==> config.mk <==
export PLATFORM = sky130hd
export DESIGN_NAME = variable_partition_allocator
export DESIGN_NICKNAME = d
export VERILOG_FILES = /design/src/rtl/core/vpa_pkg.sv /design/src/rtl/core/variable_partition_allocator.sv /design/src/rtl/core/vpa_ram.sv
export SDC_FILE = /design/constraint.sdc
export NUM_CORES = 2
export LEC_CHECK = 0
export BUFFER_PORTS_ARGS = -buffer_cell sky130_fd_sc_hd__buf_2
export CORE_ASPECT_RATIO = 1.2
export CORE_MARGIN = 2
export CORE_UTILIZATION = 44
export CTS_CLUSTER_SIZE = 40
export DETAILED_ROUTE_END_ITERATION = 8
export HOLD_SLACK_MARGIN = 0.1
export SYNTH_ARGS = -nofsm -noshare
export SYNTH_HDL_FRONTEND = slang
export SYNTH_SLANG_ARGS = --single-unit
==> constraint.sdc <==
create_clock -name clk -period 10.8 [get_ports clk]
set_input_delay 0.54 -clock clk [delete_from_list [all_inputs] [get_ports clk]]
set_output_delay 0.54 -clock clk [all_outputs]
set_load 0.05 [all_outputs]
==> src/rtl/core/vpa_pkg.sv <==
// Shared types and constants of the variable partition allocator.
`timescale 1ns / 1ps
package vpa_pkg;

  localparam int MAX_PARTS = 64;
  localparam int AW        = $clog2(MAX_PARTS);
  localparam int CW        = $clog2(MAX_PARTS + 1);
  localparam int DW        = 17;

  localparam logic OP_ALLOC   = 1'b0;
  localparam logic OP_FREE    = 1'b1;
  localparam logic CFG_TOTAL  = 1'b0;
  localparam logic CFG_POLICY = 1'b1;
  localparam logic FIT_FIRST  = 1'b0;

  typedef enum logic [2:0] {
    ST_OK      = 3'd0,
    ST_NOFIT   = 3'd1,
    ST_BADSIZE = 3'd2,
    ST_NOPART  = 3'd3,
    ST_ISFREE  = 3'd4
  } status_t;

  typedef enum logic [3:0] {
    S_IDLE, S_ASCAN, S_ADEC, S_ASHIFT, S_AWR0, S_AWR1,
    S_FRD, S_FCHK, S_FSHIFT, S_DONE
  } state_t;

  typedef struct packed {
    logic [DW-1:0] start;
    logic [DW-1:0] size;
    logic          busy;
  } entry_t;

endpackage

==> src/rtl/core/variable_partition_allocator.sv <==
// Variable partition allocator: top level with table RAM and sequencer.
// One request at a time. Allocate scans the table one entry a cycle through the
// RAM read port (first fit stops at the first free entry large enough); a split
// then shifts the entries above the hole up one a cycle. Free reads the entry
// and both neighbours and, on a merge, shifts the entries above down one a
// cycle. A write of total_size rebuilds the table as one free partition at
// address 0, written once the sequencer is idle; entry 0 is also written after
// reset, and no word is taken while that write is pending. Results wait in an
// output register while the next word is being worked on.
`timescale 1ns / 1ps
module variable_partition_allocator (
  input  logic        clk,
  input  logic        rst_n,
  input  logic        cfg_wr_en,
  input  logic        cfg_index,
  input  logic [16:0] cfg_data,
  input  logic        in_valid,
  output logic        in_stall,
  input  logic        in_opcode,
  input  logic [16:0] in_request_size,
  input  logic [5:0]  in_partition_index,
  output logic        out_valid,
  input  logic        out_stall,
  output logic [2:0]  out_status,
  output logic [16:0] out_block_address,
  output logic [5:0]  out_block_index
);

  localparam int AW = vpa_pkg::AW;
  localparam int CW = vpa_pkg::CW;
  localparam int DW = vpa_pkg::DW;

  vpa_pkg::state_t  state_r, state_nxt;
  logic [CW-1:0]    count_r, count_nxt;
  logic [DW-1:0]    total_r;
  logic             policy_r;
  logic             init_pend_r;
  logic [DW-1:0]    req_r, req_nxt;
  logic [5:0]       k_r, k_nxt;
  logic [CW-1:0]    idx_r, idx_nxt;
  logic [CW-1:0]    pidx_r, pidx_nxt;
  logic             pend_r, pend_nxt;
  logic             found_r, found_nxt;
  logic [CW-1:0]    pick_r, pick_nxt;
  logic [DW-1:0]    pick_start_r, pick_start_nxt;
  logic [DW-1:0]    pick_size_r, pick_size_nxt;
  logic [1:0]       step_r, step_nxt;
  vpa_pkg::entry_t  cur_r, cur_nxt, prev_r, prev_nxt, next_r, next_nxt;
  logic [1:0]       shift_r, shift_nxt;
  vpa_pkg::status_t res_status_r, res_status_nxt;
  logic [DW-1:0]    res_addr_r, res_addr_nxt;
  logic [5:0]       res_idx_r, res_idx_nxt;
  logic             out_valid_r;
  logic [2:0]       out_status_r;
  logic [DW-1:0]    out_addr_r;
  logic [5:0]       out_idx_r;

  logic             ram_we;
  logic [AW-1:0]    ram_waddr, ram_raddr;
  vpa_pkg::entry_t  ram_wdata, ram_rdata;

  logic             accept, out_free, hit, scan_done, shift_done, fshift_done;
  logic             pf, nf;
  logic [CW-1:0]    k_ext;

  vpa_ram #(.WIDTH($bits(vpa_pkg::entry_t)), .DEPTH(vpa_pkg::MAX_PARTS)) u_table (
    .clk   (clk),
    .we    (ram_we),
    .waddr (ram_waddr),
    .wdata (ram_wdata),
    .raddr (ram_raddr),
    .rdata (ram_rdata)
  );

  assign accept      = in_valid && !in_stall;
  assign in_stall    = (state_r != vpa_pkg::S_IDLE) || init_pend_r;
  assign out_free    = !out_valid_r || !out_stall;
  assign hit         = !ram_rdata.busy && (ram_rdata.size >= req_r);
  assign scan_done   = (policy_r == vpa_pkg::FIT_FIRST && found_r) ||
                       (!pend_r && idx_r >= count_r);
  assign shift_done  = !pend_r && idx_r <= pick_r;
  assign fshift_done = !pend_r && idx_r >= count_r;
  assign k_ext       = CW'(k_r);
  assign pf          = (k_r != '0) && !prev_r.busy;
  assign nf          = (k_ext + CW'(1) < count_r) && !next_r.busy;

  assign out_valid         = out_valid_r;
  assign out_status        = out_status_r;
  assign out_block_address = out_addr_r;
  assign out_block_index   = out_idx_r;

  // Next state
  always_comb begin
    state_nxt = state_r;
    unique case (state_r)
      vpa_pkg::S_IDLE: begin
        if (accept) begin
          if (in_opcode == vpa_pkg::OP_ALLOC) begin
            state_nxt = (in_request_size == '0) ? vpa_pkg::S_DONE : vpa_pkg::S_ASCAN;
          end else begin
            state_nxt = (CW'(in_partition_index) >= count_r) ? vpa_pkg::S_DONE
                                                              : vpa_pkg::S_FRD;
          end
        end
      end
      vpa_pkg::S_ASCAN: if (scan_done) state_nxt = vpa_pkg::S_ADEC;
      vpa_pkg::S_ADEC: begin
        if (!found_r || (pick_size_r != req_r && count_r == CW'(vpa_pkg::MAX_PARTS))) begin
          state_nxt = vpa_pkg::S_DONE;
        end else if (pick_size_r == req_r) begin
          state_nxt = vpa_pkg::S_DONE;
        end else begin
          state_nxt = vpa_pkg::S_ASHIFT;
        end
      end
      vpa_pkg::S_ASHIFT: if (shift_done) state_nxt = vpa_pkg::S_AWR0;
      vpa_pkg::S_AWR0:   state_nxt = vpa_pkg::S_AWR1;
      vpa_pkg::S_AWR1:   state_nxt = vpa_pkg::S_DONE;
      vpa_pkg::S_FRD:    if (step_r == 2'd3) state_nxt = vpa_pkg::S_FCHK;
      vpa_pkg::S_FCHK:   state_nxt = cur_r.busy ? vpa_pkg::S_FSHIFT : vpa_pkg::S_DONE;
      vpa_pkg::S_FSHIFT: if (fshift_done) state_nxt = vpa_pkg::S_DONE;
      vpa_pkg::S_DONE:   if (out_free) state_nxt = vpa_pkg::S_IDLE;
      default:           state_nxt = vpa_pkg::S_IDLE;
    endcase
  end

  // Datapath and RAM control
  always_comb begin
    count_nxt      = count_r;
    req_nxt        = req_r;
    k_nxt          = k_r;
    idx_nxt        = idx_r;
    pidx_nxt       = pidx_r;
    pend_nxt       = pend_r;
    found_nxt      = found_r;
    pick_nxt       = pick_r;
    pick_start_nxt = pick_start_r;
    pick_size_nxt  = pick_size_r;
    step_nxt       = step_r;
    cur_nxt        = cur_r;
    prev_nxt       = prev_r;
    next_nxt       = next_r;
    shift_nxt      = shift_r;
    res_status_nxt = res_status_r;
    res_addr_nxt   = res_addr_r;
    res_idx_nxt    = res_idx_r;
    ram_we         = 1'b0;
    ram_waddr      = '0;
    ram_wdata      = '0;
    ram_raddr      = idx_r[AW-1:0];
    unique case (state_r)
      vpa_pkg::S_IDLE: begin
        if (init_pend_r) begin
          // rebuild: one free partition at address 0
          ram_we         = 1'b1;
          ram_wdata.size = total_r;
        end
        if (accept) begin
          req_nxt        = in_request_size;
          k_nxt          = in_partition_index;
          idx_nxt        = '0;
          pend_nxt       = 1'b0;
          found_nxt      = 1'b0;
          step_nxt       = '0;
          res_addr_nxt   = '0;
          res_idx_nxt    = '0;
          res_status_nxt = vpa_pkg::ST_OK;
          if (in_opcode == vpa_pkg::OP_ALLOC) begin
            if (in_request_size == '0) res_status_nxt = vpa_pkg::ST_BADSIZE;
          end else if (CW'(in_partition_index) >= count_r) begin
            res_status_nxt = vpa_pkg::ST_NOPART;
          end
        end
      end
      vpa_pkg::S_ASCAN: begin
        if (pend_r && !(policy_r == vpa_pkg::FIT_FIRST && found_r) && hit) begin
          if (!found_r || ram_rdata.size < pick_size_r) begin
            pick_nxt       = pidx_r;
            pick_start_nxt = ram_rdata.start;
            pick_size_nxt  = ram_rdata.size;
          end
          found_nxt = 1'b1;
        end
        if (idx_r < count_r) begin
          pidx_nxt = idx_r;
          idx_nxt  = idx_r + CW'(1);
          pend_nxt = 1'b1;
        end else begin
          pend_nxt = 1'b0;
        end
      end
      vpa_pkg::S_ADEC: begin
        if (!found_r || (pick_size_r != req_r && count_r == CW'(vpa_pkg::MAX_PARTS))) begin
          res_status_nxt = vpa_pkg::ST_NOFIT;
        end else if (pick_size_r == req_r) begin
          ram_we          = 1'b1;
          ram_waddr       = pick_r[AW-1:0];
          ram_wdata.start = pick_start_r;
          ram_wdata.size  = req_r;
          ram_wdata.busy  = 1'b1;
          res_addr_nxt    = pick_start_r;
          res_idx_nxt     = pick_r[5:0];
        end else begin
          idx_nxt  = count_r - CW'(1);
          pend_nxt = 1'b0;
        end
      end
      vpa_pkg::S_ASHIFT: begin
        // move entries above the hole up by one, top first
        if (pend_r) begin
          ram_we    = 1'b1;
          ram_waddr = AW'(pidx_r + CW'(1));
          ram_wdata = ram_rdata;
        end
        if (idx_r > pick_r) begin
          pidx_nxt = idx_r;
          idx_nxt  = idx_r - CW'(1);
          pend_nxt = 1'b1;
        end else begin
          pend_nxt = 1'b0;
        end
      end
      vpa_pkg::S_AWR0: begin
        ram_we          = 1'b1;
        ram_waddr       = pick_r[AW-1:0];
        ram_wdata.start = pick_start_r;
        ram_wdata.size  = req_r;
        ram_wdata.busy  = 1'b1;
      end
      vpa_pkg::S_AWR1: begin
        ram_we          = 1'b1;
        ram_waddr       = AW'(pick_r + CW'(1));
        ram_wdata.start = pick_start_r + req_r;
        ram_wdata.size  = pick_size_r - req_r;
        count_nxt       = count_r + CW'(1);
        res_addr_nxt    = pick_start_r;
        res_idx_nxt     = pick_r[5:0];
      end
      vpa_pkg::S_FRD: begin
        step_nxt = step_r + 2'd1;
        unique case (step_r)
          2'd0: ram_raddr = AW'(k_r);
          2'd1: begin
            ram_raddr = AW'(k_r - 6'd1);
            cur_nxt   = ram_rdata;
          end
          2'd2: begin
            ram_raddr = AW'(k_r + 6'd1);
            prev_nxt  = ram_rdata;
          end
          default: next_nxt = ram_rdata;
        endcase
      end
      vpa_pkg::S_FCHK: begin
        if (!cur_r.busy) begin
          res_status_nxt = vpa_pkg::ST_ISFREE;
        end else begin
          ram_we          = 1'b1;
          ram_waddr       = AW'(k_r - {5'd0, pf});
          ram_wdata.start = pf ? prev_r.start : cur_r.start;
          ram_wdata.size  = cur_r.size + (pf ? prev_r.size : '0) + (nf ? next_r.size : '0);
          ram_wdata.busy  = 1'b0;
          shift_nxt       = {1'b0, pf} + {1'b0, nf};
          idx_nxt         = k_ext + CW'(1) + CW'(nf);
          pend_nxt        = 1'b0;
        end
      end
      vpa_pkg::S_FSHIFT: begin
        // close the gap left by merged entries, bottom first
        if (pend_r) begin
          ram_we    = 1'b1;
          ram_waddr = AW'(pidx_r - CW'(shift_r));
          ram_wdata = ram_rdata;
        end
        if (idx_r < count_r) begin
          pidx_nxt = idx_r;
          idx_nxt  = idx_r + CW'(1);
          pend_nxt = 1'b1;
        end else begin
          pend_nxt = 1'b0;
        end
        if (fshift_done) count_nxt = count_r - CW'(shift_r);
      end
      vpa_pkg::S_DONE: begin
      end
      default: begin
      end
    endcase
    if (cfg_wr_en && cfg_index == vpa_pkg::CFG_TOTAL) count_nxt = CW'(1);
  end

  always_ff @(posedge clk) begin
    if (!rst_n) begin
      state_r     <= vpa_pkg::S_IDLE;
      count_r     <= CW'(1);
      total_r     <= DW'(1024);
      policy_r    <= vpa_pkg::FIT_FIRST;
      init_pend_r <= 1'b1;
      out_valid_r <= 1'b0;
    end else begin
      state_r <= state_nxt;
      count_r <= count_nxt;
      if (cfg_wr_en && cfg_index == vpa_pkg::CFG_TOTAL) begin
        init_pend_r <= 1'b1;
      end else if (state_r == vpa_pkg::S_IDLE && init_pend_r) begin
        init_pend_r <= 1'b0;
      end
      if (cfg_wr_en) begin
        if (cfg_index == vpa_pkg::CFG_TOTAL) begin
          total_r <= cfg_data;
        end else begin
          policy_r <= cfg_data[0];
        end
      end
      if (state_r == vpa_pkg::S_DONE && out_free) begin
        out_valid_r <= 1'b1;
      end else if (!out_stall) begin
        out_valid_r <= 1'b0;
      end
    end
  end

  always_ff @(posedge clk) begin
    req_r        <= req_nxt;
    k_r          <= k_nxt;
    idx_r        <= idx_nxt;
    pidx_r       <= pidx_nxt;
    pend_r       <= pend_nxt;
    found_r      <= found_nxt;
    pick_r       <= pick_nxt;
    pick_start_r <= pick_start_nxt;
    pick_size_r  <= pick_size_nxt;
    step_r       <= step_nxt;
    cur_r        <= cur_nxt;
    prev_r       <= prev_nxt;
    next_r       <= next_nxt;
    shift_r      <= shift_nxt;
    res_status_r <= res_status_nxt;
    res_addr_r   <= res_addr_nxt;
    res_idx_r    <= res_idx_nxt;
    if (state_r == vpa_pkg::S_DONE && out_free) begin
      out_status_r <= res_status_r;
      out_addr_r   <= res_addr_r;
      out_idx_r    <= res_idx_r;
    end
  end

  a_count_range: assert property (@(posedge clk) disable iff (!rst_n)
    count_r != '0 && count_r <= CW'(vpa_pkg::MAX_PARTS))
    else $error("partition count out of range");

  a_accept_leaves_idle: assert property (@(posedge clk) disable iff (!rst_n)
    accept |=> state_r != vpa_pkg::S_IDLE)
    else $error("accepted word not worked on");

  a_result_from_done: assert property (@(posedge clk) disable iff (!rst_n)
    $rose(out_valid_r) |-> $past(state_r == vpa_pkg::S_DONE))
    else $error("result produced outside completion");

  a_no_write_in_scan: assert property (@(posedge clk) disable iff (!rst_n)
    state_r == vpa_pkg::S_ASCAN |-> !ram_we)
    else $error("table written during scan");

endmodule

==> src/rtl/core/vpa_ram.sv <==
// Generic single-write, single-read RAM with registered read data.
`timescale 1ns / 1ps
module vpa_ram #(
  parameter int WIDTH = 8,
  parameter int DEPTH = 16
) (
  input  logic                     clk,
  input  logic                     we,
  input  logic [$clog2(DEPTH)-1:0] waddr,
  input  logic [WIDTH-1:0]         wdata,
  input  logic [$clog2(DEPTH)-1:0] raddr,
  output logic [WIDTH-1:0]         rdata
);

  logic [WIDTH-1:0] mem [DEPTH];

  always_ff @(posedge clk) begin
    if (we) begin
      mem[waddr] <= wdata;
    end
    rdata <= mem[raddr];
  end

endmodule

Word level (Yosys, flattened, before mapping)
Memories as Yosys holds them, arrays and structs flattened. A register that Yosys moved wholly into a read port is not among the register bits.
Index checks and enable logic that the tools add are counted.

storage, ports and cells
  register bits = 255
  memory bits (writable) = 2,240
  bits of input ports = 47
  output and inout port bits = 28
  word-level logic and storage cells = 235
  memories = 1

cells by class
  add/sub/neg operators = 19
  magnitude comparators = 8
  equality and inequality tests = 31
  mux-type cells = 80
  bitwise logic cells = 4
  reduce and logical (&&, ||, !) cells = 61

memory list
  name         depth  bits a word  read ports  clocked after memory_dff  write ports  RTL line       source
  u_table.mem  64     35           1           1                         1            vpa_ram.sv:15  logic [WIDTH-1:0] mem [DEPTH];

operator list
  operator                                      number
  two-way mux 35 bit                            4
  two-way mux 17 bit                            7
  one-hot mux 17 bit (6 select lines)           1
  one-hot mux 17 bit (5 select lines)           1
  two-way mux 7 bit                             9
  two-way mux 6 bit                             9
  adder 17 bit                                  3
  one-hot mux 17 bit (3 select lines)           1
  two-way mux 4 bit                             11
  one-hot mux 4 bit (10 select lines)           1
  one-hot mux 6 bit (3 select lines)            2
  one-hot mux 6 bit (6 select lines)            1
  one-hot mux 7 bit (5 select lines)            1
  inequality test 2 bit, second input constant  14
  one-hot mux 7 bit (2 select lines)            2
  adder 6 x 1 -> 6 bit, second input constant   3
  AND reduction 2 bit                           9
  == test 17 bit                                1
  >= comparator 17 bit                          1
  logical NOT 17 bit                            1
  less-than comparator 17 bit                   1
  two-way mux 1 bit                             17
  inequality test 17 bit                        1
  subtractor 17 bit                             1
  other kinds (48)                              101

Longest topological paths before layout
  word-level depth = 7
  gate-level depth with buffers = 22
  mapped depth without buffers = 20

By module
A second synthesis with hierarchy kept.

second synthesis, totals
  cell total of the unflattened synthesis = 5,263
  area total of the unflattened synthesis = 101,836.4 um^2

by module, submodules not included
  module                        times used  cells each  area each (um^2)  sequential area each (um^2)
  vpa_ram                       1           3,846       86,261.5          67,965.2
  variable_partition_allocator  1           1,417       15,574.9          7,347.0

Worst setup path after synthesis
OpenSTA, ideal clock, no wires.

  path type = reg2reg
  start point = register k_r[2]
  end point = memory u_table.mem[0][15] (netlist name), data pin
  setup time = 1,009 ps
  arrival = 8,515 ps
  required time = 9,791 ps
  slack = 1,277 ps
  cell stages (with the launch flop) = 20
  path buffers = 2
  clock period less this slack = 9,523 ps
  cells stage by stage = edfxtp_1 > clkbuf_1 > nand3_1 > nor3_1 > xnor2_1 > ha_1 > a21o_1 > a211o_1 > a21oi_1 > clkbuf_1 > and2_1 > fa_1 > ha_1 > nand3_1 > or4_1 > nand2_1 > o221ai_1 > nor2_1 > a2111oi_0 > o311ai_0

RTL lines
  item                    RTL line                             source
  start, declared         variable_partition_allocator.sv:39   logic [5:0] k_r, k_nxt;
  start signal, assigned  variable_partition_allocator.sv:325  k_r <= k_nxt;
  end, declared           vpa_ram.sv:15

==> results.txt <==
Die Width = 445 µm
Mux share of post-synthesis cell area = 11.2%
Worst path arrival time = 6.91 ns
VDD IR max = 0.273 mV
Hold Crit Class = in2reg
H-tree Lvls = 4
Final Hold Viols = 0
Crit share post-route = 58.6%
Clk_lat worst skew = 0.89 ns
Seq/Total Area, Yosys = 73.2%
Nets = 6212
Final core occ = 49.8%
Hold Path Depth = 4
First-pass GRT wire length = 408000 µm
CTS tree = yes
DRC viols = 0
Initial antenna violation count = 13
Worst slew margin = 22.9%
Least-Margin Pin Slew = 1.15 ns
GRT overflow = 0
Setup Skew = 0.0450 ns
Synth Area in Compound Gates = 5.54%
Gp weighted congestion = 0.868
Fraction of layout cells with a size suffix above 1 = 19.1%
Worst Setup Start Kind = flop
Synthesis-to-layout area growth = 12.6%
Vias per cell = 6.04
Longest Clk Path Bufs = 4
Die span in y = 534 µm
Total track usage = 23.9%
Synth Area in Adders = 2.13%
Most used DFF post-synth = edfxtp_1
Root Driver = clkbuf_16
Yosys warns = 0
Worst Hold Path EP = total_r[14]
RSZ-0062 raised after global routing = false
Post-cts sizing count = 0
Post-DP HPWL = 163000 µm
CP Capture Type = flop
Reg2reg setup slack = 4.47 ns
Synth Register Bits = 2530
Max Freq = 158 MHz
# clock sinks = 2530
DRT antenna net count = 0
Outcome = finished clean
Synth unique cells = 94
Row Count = 194
Ys async rst share = 0%
Cell area after synthesis = 0.103 mm²
Setup_tns = 0 ns
Worst Path Max Fanout = 64
Final period demand of the worst path = 6.33 ns
Vias in the first global route = 55269
Max_cap viols = 0
R2r startpoint = k_r[0]
Simple-Gate Fraction of Synth Area = 5.36%
Iter 0 DRT Violations = 6446
Post-synth EDFFs = 2464
XOR/XNOR Fraction of Synth Area = 0.596%
CP Class = reg2reg
Synth Instances = 5762
LEAKAGE = 38.3 nW
Crit. Startpoint = k_r[0]
Post-synth net total = 5970
WL final = 287000 µm
CP required = 11.38 ns
Power Density = 267 mW/mm²
Initial Util = 44.2%
Hold_sp = cfg_index
Core area = 0.233 mm²
Final setup violation count = 0
Die area = 0.238 mm²
Final Instance Count excl. Fillers = 9243
Largest net degree at the start of global routing = 152
I/O pins = 75
Inst Count DP = 8753
R2R cell count = 22
Vias = 55817
CTS buffer count = 241
R2r endpoint = u_table.mem[53][16]
Fillers = 18737
Wire per inst = 31.0 µm
Largest family of logic cells by synthesized area = multiplexers
Max Transition Viols Final = 0
Initial DRT Pass Iterations = 7
CTS clock-pin slew for the worst setup and hold paths = 0.06 ns
Syn avg cell area = 17.9 µm²
Number of port buffers = 74
-- per-layer routing --
layer	GRT usage [%]	part of all wire [%]	vias up
met3	3.44	7.0	424
met2	39.2	48	2215
met5	0	0	-
li1	-	-	23606
met4	9.87	4.6	0
met1	32.1	40	29572
-- report_power, final --
group	leakage [nW]	switching (mW)	internal [mW]	total (mW)
logic	11.2	6.54	3.23	9.77
clock network	3.78	3.58	4.76	8.34
registers	23.3	0.455	12.3	12.8
-- cells in the final DEF (no fill, tap or decap), types with 47 or more instances in the layout --
cell,count
ha_1,138
buf_4,161
o21ai_0,62
clkinv_1,47
o2111ai_1,70
buf_2,74
nand2_1,496
mux4_2,424
clkbuf_16,243
nor2_4,72
dfxtp_1,66
a32o_1,157
inv_1,93
o21ai_1,53
edfxtp_1,2464
clkbuf_1,53
mux2i_1,185
nor2_1,394
a21oi_1,97
-- worst max-delay path: stages, from the launching register on --
cell and delay [ns]:
edfxtp_1 0.52, inv_1 0.21, nor3_1 0.25, xnor2_1 0.22
ha_1 0.31, a21o_1 0.16, a211o_1 0.30, a21oi_1 0.13
buf_4 0.25, nand2_1 0.11, fa_1 0.46, inv_1 0.08
ha_1 0.19, fa_1 0.22, a21oi_1 0.07, o21bai_1 0.24
a211oi_1 0.16, o31a_1 0.35, o21ai_0 0.30, a21oi_1 0.13
or4b_2 0.61, nand4_1 0.15, buf_4 0.53
-- synth_stat cells, types with 41 or more instances --
cell	count	share of area, %
ha_1	138	1.7
o2111ai_1	71	0.60
clkbuf_1	122	0.45
inv_1	93	0.34
a32o_1	157	1.5
mux4_2	424	9.3
dfxtp_1	66	1.3
nand3_1	48	0.23
o21ai_0	72	0.35
xnor2_1	46	0.39
nand2_1	500	1.8
buf_2	98	0.48
a21oi_1	98	0.48
edfxtp_1	2464	72
mux2i_1	185	1.8
nor2_1	465	1.7
o21ai_1	53	0.26
a21o_1	41	0.30
-- flip-flops by register name, summed over array words and instances, names as in the netlist, 17 cells and up --
register / count
next_r: 18
total_r: 17
res_addr_r: 17
u_table.mem: 2240
req_r: 17
pick_size_r: 17
cur_r: 35
u_table.rdata: 35
pick_start_r: 17
out_block_address: 17
prev_r: 35
-- cell families (layout without fill, tap and decap cells) --
logic type      count (synthesis)  after routing
simple gates                 1246           1246
compound gates                747            747
buf+inv                       385            821
fa+ha+maj                     161            161
flops                        2530           2530
other cells                     0              7
xor+xnor                       70             70
mux                           623            623
-- worst max-delay path by stage --
stage	end	slack, ns
2_1_floorplan	u_table.mem[0][15]	1.28
3_3_place_gp	u_table.mem[16][16]	4.53
3_5_place_dp	u_table.mem[26][16]	4.54
4_1_cts	u_table.mem[31][16]	4.48
5_1_grt	u_table.mem[63][16]	4.01
6_report	u_table.mem[53][16]	4.47
-- stage by stage --
stage / instance area (µm²) / hold WS (ns) / power, mW / setup slack [ns]
5_1_grt: 116000 / 0.305 / 32.0 / 4.01
4_1_cts: 116000 / 0.193 / 31.1 / 4.48
3_5_place_dp: 108000 / 0.405 / 22.8 / 4.54
2_1_floorplan: 103000 / 0.400 / 19.0 / 1.28
3_3_place_gp: 108000 / 0.402 / 22.7 / 4.53
6_report: 116000 / 0.244 / 30.9 / 4.47
-- area by class of cell --
type                            count  area (µm²)  area share, %
Inverter                           94         353          0.304
Clock buffer                      322        6640           5.73
Timing Repair Buffer              290        2220           1.92
Sequential cell                  2530       75300           65.0
Antenna cell                        7        17.5         0.0151
Clock inverter                    115        1060          0.911
Multi-Input combinational cell   2847       26500           22.9
Tap cell                         3038        3800           3.28
-- repair_timing --
item,CTS,global route
endpoints found under the hold margin,44,0
setup buffers,0,0
hold buffers,46,0
(Power assumes the default switching activity.)
